## config.mk

```make
export PLATFORM = sky130hd
export DESIGN_NAME = gnss_position_frame_parser
export DESIGN_NICKNAME = d
export VERILOG_FILES = /design/src/sv/gpfp_pkg.sv /design/src/sv/gpfp_parse_core.sv /design/src/sv/gpfp_out_stage.sv /design/src/sv/gnss_position_frame_parser.sv
export SDC_FILE = /design/constraint.sdc
export NUM_CORES = 1
export LEC_CHECK = 0
export ABC_CLOCK_PERIOD_IN_PS = 6350
export BUFFER_PORTS_ARGS = -buffer_cell sky130_fd_sc_hd__clkbuf_2
export CAP_MARGIN = 20
export CORE_AREA = 2 2 214 258
export CTS_CLUSTER_DIAMETER = 50
export DETAILED_ROUTE_END_ITERATION = 7
export DIE_AREA = 0 0 216 260
export PLACE_DENSITY = 0.64
export SYNTH_ARGS = -nofsm -noshare
export SYNTH_HDL_FRONTEND = slang
export SYNTH_HIERARCHICAL = 1
export SYNTH_SLANG_ARGS = --single-unit
```

## constraint.sdc

```tcl
create_clock -name clk -period 6.35 [get_ports clk]
set_clock_uncertainty 0.1 [all_clocks]
set_input_delay 0.3175 -clock clk [delete_from_list [all_inputs] [get_ports clk]]
set_output_delay 0.3175 -clock clk [all_outputs]
set_load 0.005 [all_outputs]
```

## src/sv/gpfp_pkg.sv

```systemverilog
`timescale 1ns / 1ps
package gpfp_pkg;

  localparam logic [7:0] SYNC_FIRST  = 8'hB5;
  localparam logic [7:0] SYNC_SECOND = 8'h62;
  localparam logic [7:0] CLASS_RESET = 8'h01;
  localparam logic [7:0] ID_RESET    = 8'h02;

  localparam int FIELD_COUNT = 7;
  localparam int FIELD_IDX_W = $clog2(FIELD_COUNT);
  localparam logic [15:0] MIN_PAYLOAD = 16'd28;

  localparam int CFG_IDX_W = 8;
  localparam logic [CFG_IDX_W-1:0] REG_EXPECTED_CLASS = 8'd0;
  localparam logic [CFG_IDX_W-1:0] REG_EXPECTED_ID    = 8'd1;

  localparam logic [1:0] ST_OK        = 2'd0;
  localparam logic [1:0] ST_BAD_CKSUM = 2'd1;
  localparam logic [1:0] ST_SHORT     = 2'd2;

  localparam int OUT_BITS   = 2 + 16 + 32 * FIELD_COUNT;
  localparam int OUT_DATA_W = ((OUT_BITS + 7) / 8) * 8;

  typedef enum logic [3:0] {
    PH_SYNC1,
    PH_SYNC2,
    PH_CLASS,
    PH_ID,
    PH_LEN_LO,
    PH_LEN_HI,
    PH_PAYLOAD,
    PH_CK_A,
    PH_CK_B
  } phase_t;

  typedef struct packed {
    logic [1:0]  status;
    logic [15:0] payload_length;
    logic [31:0] time_of_week;
    logic signed [31:0] longitude;
    logic signed [31:0] latitude;
    logic signed [31:0] ellipsoid_height;
    logic signed [31:0] sea_level_height;
    logic [31:0] horizontal_accuracy;
    logic [31:0] vertical_accuracy;
  } result_t;

endpackage

```

## src/sv/gpfp_parse_core.sv

```systemverilog
`timescale 1ns / 1ps
module gpfp_parse_core (
  input  logic             clk,
  input  logic             rst_n,
  input  logic             en,
  input  logic [7:0]       data_b,
  input  logic [7:0]       exp_class,
  input  logic [7:0]       exp_id,
  output logic             res_valid,
  output gpfp_pkg::result_t res
);
  import gpfp_pkg::*;

  phase_t      phase_r, phase_nxt;
  logic [15:0] byte_counter_r, byte_counter_nxt;
  logic [15:0] frame_length_r, frame_length_nxt;
  logic [7:0]  sum_a_r, sum_a_nxt;
  logic [7:0]  sum_b_r, sum_b_nxt;
  logic [7:0]  first_check_r, first_check_nxt;
  logic [31:0] fields_r [FIELD_COUNT];

  logic [7:0]  base_a, base_b, add_a, add_b;
  logic [15:0] cnt_inc, len_full;
  logic        short_p, good;
  logic        cap_en;
  logic [FIELD_IDX_W-1:0] cap_idx;
  logic [1:0]  cap_lane;

  // Fletcher step; the class byte restarts the sums.
  assign base_a  = (phase_r == PH_CLASS) ? 8'd0 : sum_a_r;
  assign base_b  = (phase_r == PH_CLASS) ? 8'd0 : sum_b_r;
  assign add_a   = base_a + data_b;
  assign add_b   = base_b + add_a;
  assign cnt_inc = byte_counter_r + 16'd1;
  assign len_full = {data_b, frame_length_r[7:0]};

  assign cap_en   = en && (phase_r == PH_PAYLOAD) && (byte_counter_r < MIN_PAYLOAD);
  assign cap_idx  = byte_counter_r[FIELD_IDX_W+1:2];
  assign cap_lane = byte_counter_r[1:0];

  assign short_p = frame_length_r < MIN_PAYLOAD;
  assign good    = (first_check_r == sum_a_r) && (data_b == sum_b_r);

  always_comb begin
    phase_nxt        = phase_r;
    byte_counter_nxt = byte_counter_r;
    frame_length_nxt = frame_length_r;
    sum_a_nxt        = sum_a_r;
    sum_b_nxt        = sum_b_r;
    first_check_nxt  = first_check_r;
    res_valid        = 1'b0;
    case (phase_r)
      PH_SYNC1: begin
        if (data_b == SYNC_FIRST) phase_nxt = PH_SYNC2;
      end
      PH_SYNC2: begin
        phase_nxt = (data_b == SYNC_SECOND) ? PH_CLASS : PH_SYNC1;
      end
      PH_CLASS: begin
        if (data_b == exp_class) begin
          sum_a_nxt = add_a;
          sum_b_nxt = add_b;
          phase_nxt = PH_ID;
        end else begin
          phase_nxt = PH_SYNC1;
        end
      end
      PH_ID: begin
        if (data_b == exp_id) begin
          sum_a_nxt = add_a;
          sum_b_nxt = add_b;
          phase_nxt = PH_LEN_LO;
        end else begin
          phase_nxt = PH_SYNC1;
        end
      end
      PH_LEN_LO: begin
        sum_a_nxt        = add_a;
        sum_b_nxt        = add_b;
        frame_length_nxt = {8'd0, data_b};
        phase_nxt        = PH_LEN_HI;
      end
      PH_LEN_HI: begin
        sum_a_nxt        = add_a;
        sum_b_nxt        = add_b;
        frame_length_nxt = len_full;
        byte_counter_nxt = 16'd0;
        phase_nxt        = (len_full == 16'd0) ? PH_CK_A : PH_PAYLOAD;
      end
      PH_PAYLOAD: begin
        sum_a_nxt        = add_a;
        sum_b_nxt        = add_b;
        byte_counter_nxt = cnt_inc;
        if (cnt_inc >= frame_length_r) phase_nxt = PH_CK_A;
      end
      PH_CK_A: begin
        first_check_nxt = data_b;
        phase_nxt       = PH_CK_B;
      end
      PH_CK_B: begin
        res_valid = 1'b1;
        phase_nxt = PH_SYNC1;
      end
      default: phase_nxt = PH_SYNC1;
    endcase
  end

  always_comb begin
    res.status              = short_p ? ST_SHORT : (good ? ST_OK : ST_BAD_CKSUM);
    res.payload_length      = frame_length_r;
    res.time_of_week        = short_p ? 32'd0 : fields_r[0];
    res.longitude           = short_p ? 32'd0 : fields_r[1];
    res.latitude            = short_p ? 32'd0 : fields_r[2];
    res.ellipsoid_height    = short_p ? 32'd0 : fields_r[3];
    res.sea_level_height    = short_p ? 32'd0 : fields_r[4];
    res.horizontal_accuracy = short_p ? 32'd0 : fields_r[5];
    res.vertical_accuracy   = short_p ? 32'd0 : fields_r[6];
  end

  always_ff @(posedge clk) begin
    if (!rst_n) begin
      phase_r        <= PH_SYNC1;
      byte_counter_r <= '0;
      frame_length_r <= '0;
      sum_a_r        <= '0;
      sum_b_r        <= '0;
      first_check_r  <= '0;
    end else if (en) begin
      phase_r        <= phase_nxt;
      byte_counter_r <= byte_counter_nxt;
      frame_length_r <= frame_length_nxt;
      sum_a_r        <= sum_a_nxt;
      sum_b_r        <= sum_b_nxt;
      first_check_r  <= first_check_nxt;
    end
  end

  // Payload capture: one byte lane of one field per payload byte, for the first MIN_PAYLOAD bytes only.
  always_ff @(posedge clk) begin
    if (cap_en) begin
      fields_r[cap_idx][8*cap_lane +: 8] <= data_b;
    end
  end

endmodule

```

## src/sv/gpfp_out_stage.sv

```systemverilog
`timescale 1ns / 1ps
module gpfp_out_stage (
  input  logic              clk,
  input  logic              rst_n,
  input  logic              load,
  input  logic              load_valid,
  input  gpfp_pkg::result_t load_res,
  input  logic              out_ready,
  output logic              out_valid,
  output gpfp_pkg::result_t out_res,
  output logic              advance
);
  import gpfp_pkg::*;

  logic    out_valid_r;
  result_t out_res_r;

  // Move on when the result slot is empty or being emptied this cycle.
  assign advance   = !out_valid_r || out_ready;
  assign out_valid = out_valid_r;
  assign out_res   = out_res_r;

  always_ff @(posedge clk) begin
    if (!rst_n) begin
      out_valid_r <= 1'b0;
    end else if (advance) begin
      out_valid_r <= load && load_valid;
    end
  end

  always_ff @(posedge clk) begin
    if (advance && load && load_valid) begin
      out_res_r <= load_res;
    end
  end

endmodule

```

## src/sv/gnss_position_frame_parser.sv

```systemverilog
`timescale 1ns / 1ps
// Path: the second checksum byte of a frame is taken into the input register,
//   and the frame's result then into the result register once that slot is free.
// Throughput: one byte per cycle; in_tready drops only while a result is stalled.
// Reset: synchronous, active low; parser hunts for sync, registers go to
//   class 0x01 and id 0x02, no result pending.
module gnss_position_frame_parser (
  input  logic                            clk,
  input  logic                            rst_n,
  // tdata: [7:0] data_byte
  input  logic                            in_tvalid,
  output logic                            in_tready,
  input  logic [7:0]                      in_tdata,
  // tdata: [1:0] status, [17:2] payload_length, [49:18] time_of_week,
  //   [81:50] longitude, [113:82] latitude, [145:114] ellipsoid_height,
  //   [177:146] sea_level_height, [209:178] horizontal_accuracy,
  //   [241:210] vertical_accuracy, [247:242] zero fill
  output logic                            out_tvalid,
  input  logic                            out_tready,
  output logic [gpfp_pkg::OUT_DATA_W-1:0] out_tdata,
  input  logic                            cfg_valid,
  output logic                            cfg_ready,
  input  logic [gpfp_pkg::CFG_IDX_W-1:0]  cfg_index,
  input  logic [7:0]                      cfg_data
);
  import gpfp_pkg::*;

  logic       in_valid_r;
  logic [7:0] in_byte_r;
  logic [7:0] exp_class_r;
  logic [7:0] exp_id_r;
  logic       advance;
  logic       core_en;
  logic       res_valid;
  result_t    res;
  result_t    out_res;

  // Config writes are registered directly; never stall them.
  assign cfg_ready = 1'b1;

  always_ff @(posedge clk) begin
    if (!rst_n) begin
      exp_class_r <= CLASS_RESET;
      exp_id_r    <= ID_RESET;
    end else if (cfg_valid) begin
      case (cfg_index)
        REG_EXPECTED_CLASS: exp_class_r <= cfg_data;
        REG_EXPECTED_ID:    exp_id_r    <= cfg_data;
        default: ;
      endcase
    end
  end

  // Input register: refill whenever it is empty or the held byte is consumed this cycle.
  assign in_tready = !in_valid_r || advance;
  assign core_en   = in_valid_r && advance;

  always_ff @(posedge clk) begin
    if (!rst_n) begin
      in_valid_r <= 1'b0;
    end else if (in_tready) begin
      in_valid_r <= in_tvalid;
    end
  end

  always_ff @(posedge clk) begin
    if (in_tready && in_tvalid) begin
      in_byte_r <= in_tdata;
    end
  end

  // Frame state, checksum and field capture run on each consumed byte.
  gpfp_parse_core u_core (
    .clk       (clk),
    .rst_n     (rst_n),
    .en        (core_en),
    .data_b    (in_byte_r),
    .exp_class (exp_class_r),
    .exp_id    (exp_id_r),
    .res_valid (res_valid),
    .res       (res)
  );

  // Result register: holds a finished item while the sink stalls.
  gpfp_out_stage u_out (
    .clk        (clk),
    .rst_n      (rst_n),
    .load       (core_en),
    .load_valid (res_valid),
    .load_res   (res),
    .out_ready  (out_tready),
    .out_valid  (out_tvalid),
    .out_res    (out_res),
    .advance    (advance)
  );

  // Pack fields, first field in the lowest bits, zero fill to a byte boundary.
  assign out_tdata = {{(OUT_DATA_W - OUT_BITS){1'b0}},
                      out_res.vertical_accuracy,
                      out_res.horizontal_accuracy,
                      out_res.sea_level_height,
                      out_res.ellipsoid_height,
                      out_res.latitude,
                      out_res.longitude,
                      out_res.time_of_week,
                      out_res.payload_length,
                      out_res.status};

endmodule

```

==> summary.md, run 1 <==
| Metric | Value |
|---|---|
| Status | `complete, no violations` |
| Total GRT Usage | `between 10% and 20%` |
| Worst r2r path cells | `16` |
| RePlAce Congestion | `0.834` |
| Setup crit start | `u_core/phase_r[1]` |
| #FFs+latches synth | `552` |
| Initial antenna violation count | `0` |
| FF+latch area | `between 0.015 and 0.02 mm2` |
| Share of cells above drive strength 1 | `22.2%` |
| Drt wl/cell | `18.9 um` |
| Vias | `~12000` |
| Initial Util | `39.5%` |
| CTS tree | `built` |
| Clock Latency Late Sink | `610 ps` |
| CTS Buf Count | `between 50 and 60` |
| Rows | `93` |
| Root Buffer | `clkbuf_16` |
| Fmax | `0.226 GHz` |
| Fin Setup TNS | `0 ps` |
| Synth unique cells | `64` |
| Vias in the first global route | `approximately 12000` |
| Slew @ Worst Pin | `1090 ps` |
| Crit path DAT | `4760 ps` |
| Area occupied by multi-input gates | `slightly below 0.005 mm2` |
| # diodes | `0` |
| CTS sink cnt | `552` |
| Hold Violations, Final | `0` |
| Synth async-reset ratio | `0%` |
| Cells along the critical path | `or4b_1 > and2_1 > ha_1 > inv_1 > fa_1 > nor2b_1 > o21ai_0 > a21boi_0 > o21ai_0 > nor3b_1 > nor2_1 > ha_1 > o41ai_1 > xor2_1 > a2bb2oi_1 > a21oi_1` |
| Yosys top cell area share | `67.2%` |
| Instance count on the critical path | `16` |
| First-pass GRT wire length | `69800 um` |
| H-tree Lvls | `2` |
| Total power | `0.00725 W` |
| Critical path startpoint category | `flip-flop` |
| Syn avg cell area | `15.0 um2` |
| Hold crit path type | `input port to flip-flop` |
| Critical path fanouts, max | `17` |
| Clock slew seen by the registers of the worst setup and hold paths | `around 60 ps` |
| Synth area leaders | `edfxtp_1 67%, and2_1 8.0%, dfxtp_1 7.4%` |
| Drt pass-1 iters | `5` |
| Leakage power | `about 10 nW` |
| Largest net degree at the start of global routing | `226` |
| R2R Setup Slk | `1920 ps` |
| Fin crit share | `69.7%` |
| # port buffers | `272` |
| Routed Wire Length | `46500 um` |
| P&R area growth vs syn | `19.1%` |
| Required time worst endpoint | `approximately 6700 ps` |
| Drt drc | `0` |
| Die W | `216 um` |
| Total Nets Final | `1763` |
| Maximum vdd drop | `between 0.15 and 0.2 mV` |
| Yosys Warn Count | `6` |
| Syn Inst Count | `1410` |
| Sequential area share after synthesis | `74.6%` |
| Critical path class | `flip-flop to flip-flop` |
| Leading cell type in the layout, fill and taps excluded | `edfxtp_1` |
| Worst path top cell family by delay | `simple AND/OR/NAND/NOR gates` |
| Bufs and invs on worst path | `1` |
| Tmin final | `roughly 4400 ps` |
| Synth Cell Area | `0.0212 mm2` |
| Post-CTS Setup Bufs | `0` |
| Critical R2R Capture | `u_core/sum_b_r[7]` |
| Slowest CP cell | `or4b_1` |
| Number of I/O pins | `between 200 and 300` |
| EDFF count, synth | `474` |
| Overflow after GRT | `0` |
| Ys flop type | `edfxtp_1` |
| CP endpoint | `u_core/sum_b_r[7]` |
| Most frequent cells in the layout | `474 x edfxtp_1, 273 x clkbuf_2, 271 x and2_1, 94 x nor2_1, 78 x dfxtp_1` |
| Total core area | `0.0535 mm2` |
| Max Buffers Root-to-Sink | `3` |
| Die Ht | `around 260 um` |
| Pwr dens | `288 mW/mm2` |
| Post-route ant nets | `0` |
| DP HPWL | `30700 um` |
| Max Slew Vio Count | `0` |
| CP Capture Type | `flip-flop` |
| Area leader, netlist | `edfxtp_1` |
| Final setup viols | `0` |
| RSZ-0062 raised after global routing | `no` |
| CP peak stage delay | `750 ps` |
| Maxcap violations | `0` |
| Worst R2R Start | `u_core/phase_r[1]` |
| Filler Cell Count | `4618` |
| 1st-iter DRT viols | `817` |
| Headroom to the max-slew limit | `26.8%` |
| Routed vias/inst | `4.79` |
| Die area | `0.0562 mm2` |
==> state kept, by name, summed over array words and instances, names as in the netlist <==
register,count
exp_class_r,8
exp_id_r,8
in_byte_r,8
in_valid_r,1
u_core/byte_counter_r,16
u_core/fields_r,224
u_core/first_check_r,8
u_core/frame_length_r,16
u_core/phase_r,4
u_core/sum_a_r,8
u_core/sum_b_r,8
u_out/out_res,242
u_out/out_valid,1
==> where the power goes <==
part	internal [W]	leakage [nW]	switching, W
clock network	0.00186	0.913	0.00138
logic	0.0000379	3.28	0.0000499
registers	0.00389	5.81	0.0000300
==> through the flow <==
step	instance area [um2]	hold WS [ps]	instances	setup slack [ps]	utilization (%)
final	25200	65.2	2455	1920	47.1
after global routing	25200	67.3	2455	1620	47.1
after CTS	25200	38.7	2455	1960	47.1
after detailed placement	23200	360	2334	2000	43.3
after global placement	23200	358	2334	2090	43.3
after floorplan	21200	316	1415	1250	-
==> tightest hold or removal path, delay by kind of cell <==
family,cells,cell delay (ps)
AND/OR/NAND/NOR,2,210
buffers and inverters,1,90
multiplexers,1,90
==> cells by family (layout without fill, tap and decap cells) <==
group           Yosys count  count (layout)  share of synthesized area [%]
flops                   552             552                           74.6
simple gates            528             528                           14.0
compound gates          104             104                           3.26
buf+inv                 100             428                           2.01
xor+xnor                 56              56                           2.32
fa+ha+maj                37              37                           2.26
mux                      31              31                           1.47
other cells               2               7                         0.0355
==> worst min-delay path by stage <==
stage	slack, ps	start	cells past startpoint	to
after floorplan	320	in_tdata[0]	0	in_byte_r[0]
after global routing	70	cfg_index[5]	4	exp_id_r[7]
after detailed placement	360	exp_id_r[4]	2	exp_id_r[4]
after global placement	360	exp_id_r[5]	2	exp_id_r[5]
after CTS	40	cfg_index[5]	4	exp_id_r[7]
final	70	cfg_index[5]	4	exp_id_r[6]
==> per-layer routing <==
layer	up-vias	routed length [um]	global-route usage [%]
li1	5600	-	-
met1	5728	19600	21.0
met2	339	23400	28.2
met3	85	2310	2.87
met4	0	1210	5.33
met5	-	0	0
==> timing repair <==
action	4_1_cts	5_1_grt
hold endpoints to repair	26	0
resized for setup	0	0
hold buffers	19	0
==> layout make-up <==
class / count / area share [%]
Inverter: 30 / 0.446
Tap cell: 712 / 3.53
Multi-Input combinational cell: 763 / 19.7
Clock buffer: 59 / 5.56
Clock inverter: 43 / 1.72
Timing Repair Buffer: 296 / 6.40
Sequential cell: 552 / 62.6
==> cell usage after synthesis, types with 5 or more instances <==
cell type and instances:
edfxtp_1 474, and2_1 271, nor2_1 94, dfxtp_1 78, nand2_1 62, clkbuf_1 56
xnor2_1 42, ha_1 35, a21oi_1 31, mux2i_1 31, inv_1 28, o21ai_0 21
nand3_1 19, a22oi_1 17, nor4_1 15, xor2_1 14, nand4_1 10, buf_4 8
nor3_1 8, a21o_1 7, and3_1 5, nand2b_1 5, nand3b_1 5, nor2b_1 5
No activity file was read; power rests on OpenSTA's default activity.
==> inputs of run 2 (changes only) <==
Settings changed: ABC_AREA set to 1, ABC_CLOCK_PERIOD_IN_PS 6350 to 3700, CORE_AREA 2 2 214 258 to 2 2 216 261, DIE_AREA 0 0 216 260 to 0 0 218 263, PLACE_DENSITY 0.64 to 0.67.
Clock period 6.35 ns to 3.7 ns, I/O delays scaled along.
==> summary.md, run 2 <==
| Metric | Value |
|---|---|
| CP endpoint | `u_core/sum_b_r[7]` |
| Instance count on the critical path | `22 (+6)` |
| Post-route ant nets | `0 (unchanged)` |
| Routed vias/inst | `4.67 (-2.4%)` |
| Area leader, netlist | `edfxtp_1` |
| Sequential area share after synthesis | `72.6% (-2.0 points)` |
| CTS sink cnt | `552 (unchanged)` |
| Max Slew Vio Count | `0 (unchanged)` |
| RePlAce Congestion | `0.871 (+4.4%)` |
| Ys flop type | `edfxtp_1` |
| Fin crit share | `90.0% (+20 points)` |
| #FFs+latches synth | `552 (unchanged)` |
| Setup crit start | `u_core/phase_r[1]` |
| Required time worst endpoint | `4150 ps (-2540 ps)` |
| Total core area | `0.0546 mm2 (+2.0%)` |
| Power Internal | `0.0102 W (+77%)` |
| Most instantiated cells after synthesis | `474 x edfxtp_1, 344 x nor2_1, 342 x inv_1` |
| R2R Setup Slk | `370 ps (-1560 ps)` |
| Maxcap violations | `0 (unchanged)` |
| Worst r2r path cells | `22 (+6)` |
| Switching pwr | `0.00273 W (+87%)` |
| Cells along the critical path | `inv_2 > nor2_1 > nand2_2 > inv_1 > nor2_1 > ha_1 > inv_1 > fa_1 > o21ai_1 > buf_4 > xnor2_1 > inv_1 > ha_1 > inv_1 > o21ai_0 > nand2_1 > nand2_1 > a21oi_1 > nand3b_1 > nand3_1 > nand2_1 > inv_1` |
| Pre-CTS WS | `279 ps (-1720 ps)` |
| Worst path top cell family by delay | `adder cells` |
| Crit path DAT | `3780 ps (-980 ps)` |
| Syn Inst Count | `1848 (+31%)` |
| Synth async-reset ratio | `0% (unchanged)` |
| CP most frequent cell | `inv_1` |
| Largest net degree at the start of global routing | `152 (-33%)` |
| DP HPWL | `35500 um (+16%)` |
| Worst R2R Start | `u_core/phase_r[1]` |
| Critical path fanouts, max | `8 (-9)` |
| Die W | `218 um (+0.93%)` |
| Fin Setup TNS | `0 ps (unchanged)` |
| Routed Wire Length | `51000 um (+9.7%)` |
| Clock slew seen by the registers of the worst setup and hold paths | `70 ps (about the same)` |
| Fmax | `0.300 GHz (+33%)` |
| Share of cells above drive strength 1 | `19.1% (-3.1 points)` |
| Final setup viols | `0 (unchanged)` |
| Critical R2R Capture | `u_core/sum_b_r[7]` |
| Die area | `0.0573 mm2 (+2.1%)` |
| Die Ht | `263 um (+1.2%)` |
| Synth Cell Area | `0.0218 mm2 (+2.7%)` |
| Max Buffers Root-to-Sink | `3 (unchanged)` |
| Drt drc | `0 (unchanged)` |
| Drt pass-1 iters | `5 (unchanged)` |
| # port buffers | `272 (unchanged)` |
| Seq pwr share | `52.7% (-1.4 points)` |
| Leading cell type in the layout, fill and taps excluded | `edfxtp_1` |
| Yosys top cell area share | `65.4% (-1.8 points)` |
| RSZ-0062 raised after global routing | `no` |
| # diodes | `0 (unchanged)` |
| CTS tree | `built` |
| Rows | `94 (+1.1%)` |
| Hold crit path type | `input port to flip-flop` |
| Sw frac | `21.0% (+0.94 points)` |
| Slowest CP cell | `fa_1` |
| Critical path startpoint category | `flip-flop` |
| Leakage power | `11.5 nW (+15%)` |
| Filler Cell Count | `4867 (+5.4%)` |
| CP Capture Type | `flip-flop` |
| FF+latch area | `0.0158 mm2 (about the same)` |
| Hold Violations, Final | `0 (unchanged)` |
| Most frequent cell after synthesis | `edfxtp_1` |
| Slew @ Worst Pin | `1040 ps (-57.1 ps)` |
| Overflow after GRT | `0 (unchanged)` |
| Most frequent cells in the layout | `474 x edfxtp_1, 344 x nor2_1, 342 x inv_1, 272 x clkbuf_2, 226 x nand2_1` |
| Critical path class | `flip-flop to flip-flop` |
| P&R area growth vs syn | `20.6%` |
| Number of I/O pins | `280 (unchanged)` |
| Tmin final | `3330 ps (-1090 ps)` |
| Bufs and invs on worst path | `7 (+6)` |
| Initial Util | `39.9% (+0.31 points)` |
| H-tree Lvls | `2 (unchanged)` |
| PnR worst setup slack | `369 ps (-1560 ps)` |
| First-pass GRT wire length | `77900 um (+12%)` |
| Finished Cell Area | `0.0262 mm2 (+4.0%)` |
| Status | `complete, no violations` |
| Clock Power Share | `43.0% (-1.7 points)` |
| Post-CTS Setup Bufs | `0 (unchanged)` |
| Vias | `13800 (+17%)` |
| CTS Buf Count | `54 (unchanged)` |
| Drt wl/cell | `17.3 um (-8.8%)` |
| Pwr dens | `495 mW/mm2 (+72%)` |
| CP peak stage delay | `400 ps (-350 ps)` |
| 1st-iter DRT viols | `1189 (+46%)` |
| Max FFs per register | `242 (unchanged)` |
| Area post-placement | `0.0241 mm2 (+4.1%)` |
| Root Buffer | `clkbuf_16` |
| Total GRT Usage | `17.7% (+1.3 points)` |
| Clock Latency Late Sink | `600 ps (about the same)` |
| Headroom to the max-slew limit | `30.3% (+3.5 points)` |
| Comb pwr share | `4.2% (+3.0 points)` |
| Vias in the first global route | `13700 (+19%)` |
| Maximum vdd drop | `0.273 mV (+50%)` |
| Synth unique cells | `41 (-36%)` |
| Syn avg cell area | `11.8 um2 (-22%)` |
| Synth area leaders | `edfxtp_1 65%, dfxtp_1 7.2%, nor2_1 5.9%` |
| Area occupied by multi-input gates | `0.00432 mm2 (-13%)` |
| Core Util, Final | `48.1% (+0.94 points)` |
| EDFF count, synth | `474 (unchanged)` |
| Initial antenna violation count | `1 (+1)` |
| Yosys Warn Count | `6 (unchanged)` |
| Total Nets Final | `2256 (+28%)` |
-- run 2: metrics by stage --
| step | total power [W] | hold WS, ps | std cells |
|---|---|---|---|
| floorplan | 0.00731 | 184 | 1853 |
| global route | 0.0134 | 65.8 | 2951 |
| global placement | 0.00749 | 269 | 2825 |
| CTS | 0.0131 | 1.22 | 2950 |
| finish | 0.0130 | 30.9 | 2951 |
| detailed placement | 0.00750 | 265 | 2826 |
-- run 2: worst min-delay path by stage --
stage	startpoint	end	slack [ps]	cells after the start
finish	cfg_index[2]	exp_id_r[6]	30	6
global route	cfg_index[2]	exp_class_r[6]	70	6
global placement	in_tdata[6]	in_byte_r[6]	270	1
detailed placement	in_tdata[2]	in_byte_r[2]	270	1
CTS	cfg_index[2]	exp_id_r[6]	1	6
floorplan	in_tdata[0]	in_byte_r[0]	180	0
-- run 2: power by group through the flow --
stage | clock [W] | combinational, W | sequential [W]
after floorplan | 0 | 0.000339 | 0.00697
after global placement | 0 | 0.000515 | 0.00697
after detailed placement | 0 | 0.000528 | 0.00697
after CTS | 0.00571 | 0.000549 | 0.00684
after global routing | 0.00595 | 0.000613 | 0.00684
final | 0.00558 | 0.000546 | 0.00684
-- run 2: layout make-up --
cell class,instances,area share [%]
sequential,552,60.2
multi-input combinational,888,16.5
timing repair buffer,348,8.00
clock buffer,59,5.22
inverter,346,4.95
tap,720,3.43
clock inverter,38,1.68
-- run 2: worst reg2reg max path: stages (launching register included) --
cell and delay [ps]:
dfxtp_2 350, inv_2 90, nor2_1 60, nand2_2 60
inv_1 130, nor2_1 130, ha_1 170, inv_1 50
fa_1 400, o21ai_1 210, buf_4 140, xnor2_1 100
inv_1 80, ha_1 340, inv_1 70, o21ai_0 260
nand2_1 80, nand2_1 70, a21oi_1 50, nand3b_1 160
nand3_1 80, nand2_1 50, inv_1 40
-- run 2: kinds of logic after synthesis --
family	count (synthesis)	share of synthesized area [%]
AOI/OAI and AO/OA	118	3.01
xor gates and xnor gates	38	1.53
adders and majority gates	37	2.20
buffers and inverters	413	7.69
DFF	552	72.6
other	2	0.0345
and+or+nand+nor	688	12.9
-- run 2: timing repair --
item / in CTS / in global routing
resized for setup: 0 / 2
endpoints found under the setup margin: 0 / 1
hold buffers: 27 / 0
endpoints found under the hold margin: 37 / 0
-- run 2: per-layer routing --
layer	share of wire, %	GRT usage, %	vias to the layer above	wire, um
li1	-	-	6657	-
met1	42	22.9	6615	21600
met2	49	30.1	427	25000
met3	5.2	2.66	95	2640
met4	3.3	6.49	0	1700
met5	0	0	-	0
